File: src/hdl/rdwr_pkg.sv
// Shared types, widths and codes for the random draw without replacement block.
`default_nettype none
package rdwr_pkg;

    localparam int DRAWN_W        = 20;
    localparam int SIZE_W         = 21;
    localparam int RAND_W         = 31;
    localparam int SUM_W          = 32;
    localparam int CFG_IDX_W      = 1;
    localparam int POOL_DEPTH_DEF = 1048576;
    localparam int POOL_SIZE_RST  = 1048576;

    localparam logic [CFG_IDX_W-1:0] CFG_POOL_SIZE = 1'b0;
    localparam logic [CFG_IDX_W-1:0] CFG_LOOP_MODE = 1'b1;

    localparam logic CMD_DRAW    = 1'b0;
    localparam logic CMD_RESTART = 1'b1;

    typedef logic [DRAWN_W-1:0] t_drawn;
    typedef logic [SIZE_W-1:0]  t_size;
    typedef logic [RAND_W-1:0]  t_rand;
    typedef logic [SUM_W-1:0]   t_sum;

endpackage
`default_nettype wire

File: src/hdl/rdwr_mod.sv
// Bit-serial restoring modulo unit: one dividend bit per cycle, MSB first.
`default_nettype none
module rdwr_mod
    import rdwr_pkg::*;
#(
    parameter int CW = 21
) (
    input  wire logic          i_clk,
    input  wire logic          i_rst_n,
    input  wire logic          i_start,
    input  wire t_sum          i_dividend,
    input  wire logic [CW-1:0] i_divisor,
    output logic               o_done,
    output logic      [CW-1:0] o_rem
);
    localparam int NW = $clog2(SUM_W + 1);

    logic          r_busy, n_busy;
    logic          r_done, n_done;
    logic [NW-1:0] r_cnt, n_cnt;
    t_sum          r_dvd, n_dvd;
    logic [CW-1:0] r_rem, n_rem;
    logic [CW:0]   w_trial;
    logic [CW:0]   w_diff;

    always_comb begin
        w_trial = {r_rem, r_dvd[SUM_W-1]};
        w_diff  = w_trial - {1'b0, i_divisor};
        n_busy  = r_busy;
        n_done  = 1'b0;
        n_cnt   = r_cnt;
        n_dvd   = r_dvd;
        n_rem   = r_rem;
        if (i_start) begin
            n_busy = 1'b1;
            n_cnt  = NW'(SUM_W);
            n_dvd  = i_dividend;
            n_rem  = '0;
        end else if (r_busy) begin
            // keep the partial remainder below the divisor
            if (w_trial >= {1'b0, i_divisor}) begin
                n_rem = w_diff[CW-1:0];
            end else begin
                n_rem = w_trial[CW-1:0];
            end
            n_dvd = {r_dvd[SUM_W-2:0], 1'b0};
            n_cnt = r_cnt - NW'(1);
            if (r_cnt == NW'(1)) begin
                n_busy = 1'b0;
                n_done = 1'b1;
            end
        end
    end

    always_ff @(posedge i_clk) begin
        if (!i_rst_n) begin
            r_busy <= 1'b0;
            r_done <= 1'b0;
            r_cnt  <= '0;
        end else begin
            r_busy <= n_busy;
            r_done <= n_done;
            r_cnt  <= n_cnt;
        end
        r_dvd <= n_dvd;
        r_rem <= n_rem;
    end

    assign o_done = r_done;
    assign o_rem  = r_rem;
endmodule
`default_nettype wire

File: config.mk
export PLATFORM = sky130hd
export DESIGN_NAME = rdwr_mod
export DESIGN_NICKNAME = d
export VERILOG_FILES = /design/src/hdl/rdwr_pkg.sv /design/src/hdl/rdwr_mod.sv
export SDC_FILE = /design/constraint.sdc
export NUM_CORES = 1
export LEC_CHECK = 0
export ABC_CLOCK_PERIOD_IN_PS = 6500
export BUFFER_PORTS_ARGS = -buffer_cell sky130_fd_sc_hd__buf_2
export CAP_MARGIN = 10
export CORE_ASPECT_RATIO = 1.2
export CORE_MARGIN = 2
export CORE_UTILIZATION = 40
export CTS_CLUSTER_SIZE = 14
export DETAILED_ROUTE_END_ITERATION = 10
export GPL_ROUTABILITY_DRIVEN = 0
export PLACE_DENSITY_LB_ADDON = 0.05
export SYNTH_ARGS = -nofsm -noshare
export SYNTH_HDL_FRONTEND = slang
export SYNTH_SLANG_ARGS = --single-unit
File: constraint.sdc
create_clock -name i_clk -period 6.5 [get_ports i_clk]
set_clock_uncertainty 0.2 [all_clocks]
set_input_delay 0.975 -clock i_clk [delete_from_list [all_inputs] [get_ports i_clk]]
set_output_delay 0.975 -clock i_clk [all_outputs]
set_load 0.02 [all_outputs]
# Word level (Yosys, flattened, before mapping)
# Index checks and enable logic that the tools add are counted.
# classes
addsub	2
n_reduce_logical	3
eq_ne	1
order_cmp	1
n_mux	9
n_bitwise	2
# op_table
op	count
$mux 32	2
$ge 22x21->1	1
$mux 21	1
$sub 21x21->21	1
$mux 6	2
$eq 6x1->1 const B	1
$sub 6x1->6 const B	1
$mux 1	4
$reduce_or 3->1	1
$not 1->1	2
$reduce_bool 2->1	1
$reduce_or 2->1	1
# totals
word_cells	24
regBits	61
in_bits	56
output_inout_bits	22

# Logic depth before layout (Yosys ltp)
# logic_depth
ltp_word	4
mapped_depth	13
mapped_depth_nobuf	11

# Worst setup path after synthesis
# Ideal clock, no wire load.
# synth_timing
path_type	input to register
start	input i_divisor[0]
end	register r_rem[4], in the netlist o_rem[4]
t_required_ns	6.214
cell_stages	12
arrival_ns	3.367
setup_slack_ns	2.847
path_cell_list	ha_1 > inv_1 > fa_1 > a21o_1 > a221oi_4 > o31ai_4 > a2bb2oi_2 > a311o_1 > buf_6 > buf_12 > mux2i_1 > a211oi_1
# synth_between
elab_chain_cells	2
word_cells_on_any_way	3
classes_between	add/sub (1); order compare (1); mux (1)
# synth_rtl
item	line	source
start: declaration	rdwr_mod.sv:12	input wire logic [CW-1:0] i_divisor,
$sub 21x21->21 / $ge 22x21->1 (equally long branches)	rdwr_mod.sv:28, rdwr_mod.sv:41	
$mux 21 *	rdwr_mod.sv:41	if (w_trial >= {1'b0, i_divisor}) begin
end signal: assignment	rdwr_mod.sv:66	r_rem <= n_rem;
end: declaration	rdwr_mod.sv:22	logic [CW-1:0] r_rem, n_rem;
# Mark *: on every way between the ends. The rest lies on a longest branch, timed or not.
# A chain may end at the register's enable or synchronous reset.

# Worst setup path in the final report
# layout_timing
start	input i_divisor[0]
end	register r_rem[8], in the netlist o_rem[8]
# Same word-level chain as after synthesis.

==> flow_summary_export.csv <==
group,metric,value,unit
global_routing,antenna_found_initial,0,
synthesis,synth_cells,384,
final_layout,multi_input_area,0.002059,sq mm
global_routing,grt_pass1_vias,3145,
final_layout,antenna_cells,0,
synthesis,synth_edf_count,32,
clocking,clkTransAtPathRegs,0.05,ns
synthesis,synth_top_family_by_area,"compound AO/OA/AOI/OAI gates",
final_layout,drive_above_1_share,27.77,%
worst_setup_path,slowest_stage,"a311oi_2",
placement,place_worst_setup_slack,2.263,ns
final_layout,final_cell_mix,"buf_2, nand2_1, edfxtp_1, mux2_2",
power,p_leak,1.922,nW
routing,via_per_inst,5.293,
synthesis,synth_compound_area_share,17.26,%
global_routing,grt_remaining_overflow,0,
power,power_frac_clock,39.1,%
synthesis,ys_ff_latch,61,
synthesis,synth_nets,464,
worst_setup_path,worstPathArrival,3.94,ns
floorplanning,die_w,93.03,um
floorplanning,num_rows,39,
clocking,cts_resized,0,
synthesis,synthAdderAreaFrac,8.089,%
placement,portBuffers,77,
synthesis,synth_area,0.003805,sq mm
synthesis,async_flop_share,0,%
routing,drt-initial-drc-count,99,
floorplanning,ios,78,
synthesis,synth_ff_type,"edfxtp_1",
timing,clock.fmax,254.0,MHz
routing,vias,3091,
worst_setup_path,path_class,"input pin to flop",
placement,dp_cells,568,
clocking,htreeDepth,3,
worst_setup_path,critPathLaunchType,"input pin",
clocking,cts_tree,"yes",
timing,rsz0062_at_grt,"false",
timing,tns,0,ns
final_layout,design_area,0.004523,sq mm
power,powerDensity,235.8,mW/mm^2
clocking,numCtsBuffers,9,
global_routing,top_usage_layer,"met2",
routing,dr.pass1.iters,4,
power,ir_worst_vdd,184.3,uV
timing,setup_viol,0,
global_routing,use_met2,29.90,%
hold_path,hold_class,"flop to flop",
clocking,clkLatencyLatePin,0.32,ns
power,power.total,1.067,mW
power,p_int,779.9,uW
clocking,cts-hold-fix-buffers,0,
synthesis,synth_cell_types,55,
worst_setup_path,endpoint_kind,"flop",
routing,drc,0,
synthesis,synthSimpleGateAreaFrac,12.10,%
final_layout,finalNonFillerCells,584,
status,status,"completed",
placement,placed_cell_area,0.004264,sq mm
final_layout,area_delta_synth_final,18.88,%
synthesis,yosysWarnings,0,
placement,dpl.hpwl,6431,um
clocking,post-cts-setup-buffers,0,
final_layout,nNetsFinal,536,
worst_setup_path,crit_fanout,16,
worst_setup_path,cp.required,6.50,ns
final_layout,fin_util,48.28,%
synthesis,synth_area_per_cell,9.909,sq um
final_layout,final.fill_count,959,
routing,wire_per_inst,15.08,um
clocking,cts_buffer_depth,2,
clocking,clockRootBuffer,"clkbuf_16",
synthesis,synth_xor_area_share,4.604,%
routing,postRouteAntennaNets,0,
global_routing,use_met3,4.079,%
routing,wl,8805,um
timing,hold_slack,0.2837,ns
floorplanning,core,0.009369,sq mm
synthesis,yosysSeqAreaShare,40.51,%
timing,tightest_slew,1.058,ns
power,power.share.sequential,43.1,%
global_routing,grt.total_usage,17.90,%
timing,hold_viol,0,
clocking,cts.sinks,61,
timing,setup_ws,2.563,ns
worst_setup_path,slowest_delay,0.88,ns
global_routing,grt_max_degree,51,
final_layout,regArea,0.001541,sq mm
worst_setup_path,crit_chain,"buf_2 -> ha_1 -> inv_1 -> fa_1 -> a21o_1 -> a221oi_4 -> o31ai_4 -> a2bb2oi_2 -> a311oi_2 -> nor3_1 -> a2111oi_1",
power,p_sw,286.7,uW
timing,fin_crit,3.937,ns
floorplanning,start_util,40.61,%
floorplanning,die_area,0.01031,sq mm
floorplanning,die_h,110.8,um
power,pwr-share-comb,17.8,%
global_routing,met1_usage,21.77,%
timing,worst_slew_margin_rel,29.37,%
global_routing,grt_pass1_wl,14720,um
timing,slew_violations,0,
final_layout,final_common_cell,"buf_2",
timing,fin_crit_sh,60.57,%
synthesis,synthMuxAreaShare,12.07,%
run,cap_violations,0,
power,sw_frac_of_total,26.88,%
-- state kept, by name (all words and copies together), names as in the netlist --
signal	flops
r_dvd	32
o_rem	21
r_busy	1
r_cnt	6
o_done	1
-- routing by layer --
layer	wire, um	part of all wire [%]	vias up
met1	3841	44	1447
met3	416	4.7	16
met2	4304	49	71
met4	243	2.8	0
met5	0	0	-
li1	-	-	1557
-- power groups by stage --
| stage | logic [mW] | clock network [mW] | registers (mW) |
|---|---|---|---|
| after CTS | 0.191 | 0.429 | 0.461 |
| after global routing | 0.212 | 0.446 | 0.464 |
| after floorplan | 0.135 | 0 | 0.467 |
| after detailed placement | 0.190 | 0 | 0.468 |
| after global placement | 0.190 | 0 | 0.468 |
| final | 0.190 | 0.417 | 0.460 |
-- logic make-up after synthesis --
logic type	after synthesis
flops	61
xor+xnor	20
mux	42
buf+inv	47
simple gates	98
compound gates	92
fa+ha+maj	24
-- Yosys cell counts, types with 2 or more instances --
master	instances	area share, %
nand3_1	5	0.66
nand4_1	4	0.66
or3_1	2	0.33
a21o_1	5	0.99
and2_1	3	0.49
o31ai_1	5	0.99
o21a_1	4	0.79
nor3_1	6	0.79
clkbuf_1	7	0.69
nor4_1	3	0.49
buf_1	6	0.59
mux2_2	31	9.2
mux2i_1	11	2.9
a32oi_1	6	1.4
xnor2_1	13	3.0
and3_1	4	0.66
dfxtp_1	29	15
nand2_1	32	3.2
o21ai_1	5	0.66
o21ai_0	11	1.4
a311oi_1	3	0.69
nand2b_1	5	0.82
a21oi_1	24	3.2
buf_2	3	0.39
a211oi_1	10	2.0
xor2_1	7	1.6
or4_1	2	0.39
o211ai_1	2	0.39
ha_1	23	7.6
inv_1	29	2.9
nor2_1	28	2.8
edfxtp_1	32	25
a31oi_1	2	0.33
-- path summary, 6_finish.rpt --
kind                     startpoint                      to  slack (ns)  depth (start not counted)
min reg2reg  o_rem[20]$_SDFFE_PP0P_  o_rem[20]$_SDFFE_PP0P_        0.28                          2
max reg2reg     r_dvd[31]$_DFFE_PP_   o_rem[8]$_SDFFE_PP0P_        2.83                         11
max                    i_divisor[0]   o_rem[8]$_SDFFE_PP0P_        2.56                         11
min          o_rem[20]$_SDFFE_PP0P_  o_rem[20]$_SDFFE_PP0P_        0.28                          2
-- layout make-up --
class | count | area share [%]
clock buffers | 10 | 5.062
clock inverters | 6 | 0.6639
inverters | 29 | 2.407
multi-input cells | 276 | 45.53
flip-flops and latches | 61 | 34.08
well taps | 123 | 3.402
repair buffers | 79 | 8.852
-- worst max-delay path, delay by kind of cell --
family | cells | cell delay, ns
buffers and inverters | 2 | 0.13
adder cells (fa/ha/maj) | 2 | 0.55
AND/OR/NAND/NOR | 1 | 0.11
AO/OA/AOI/OAI | 6 | 2.17
Note: power is estimated with default switching activity, not from simulation.
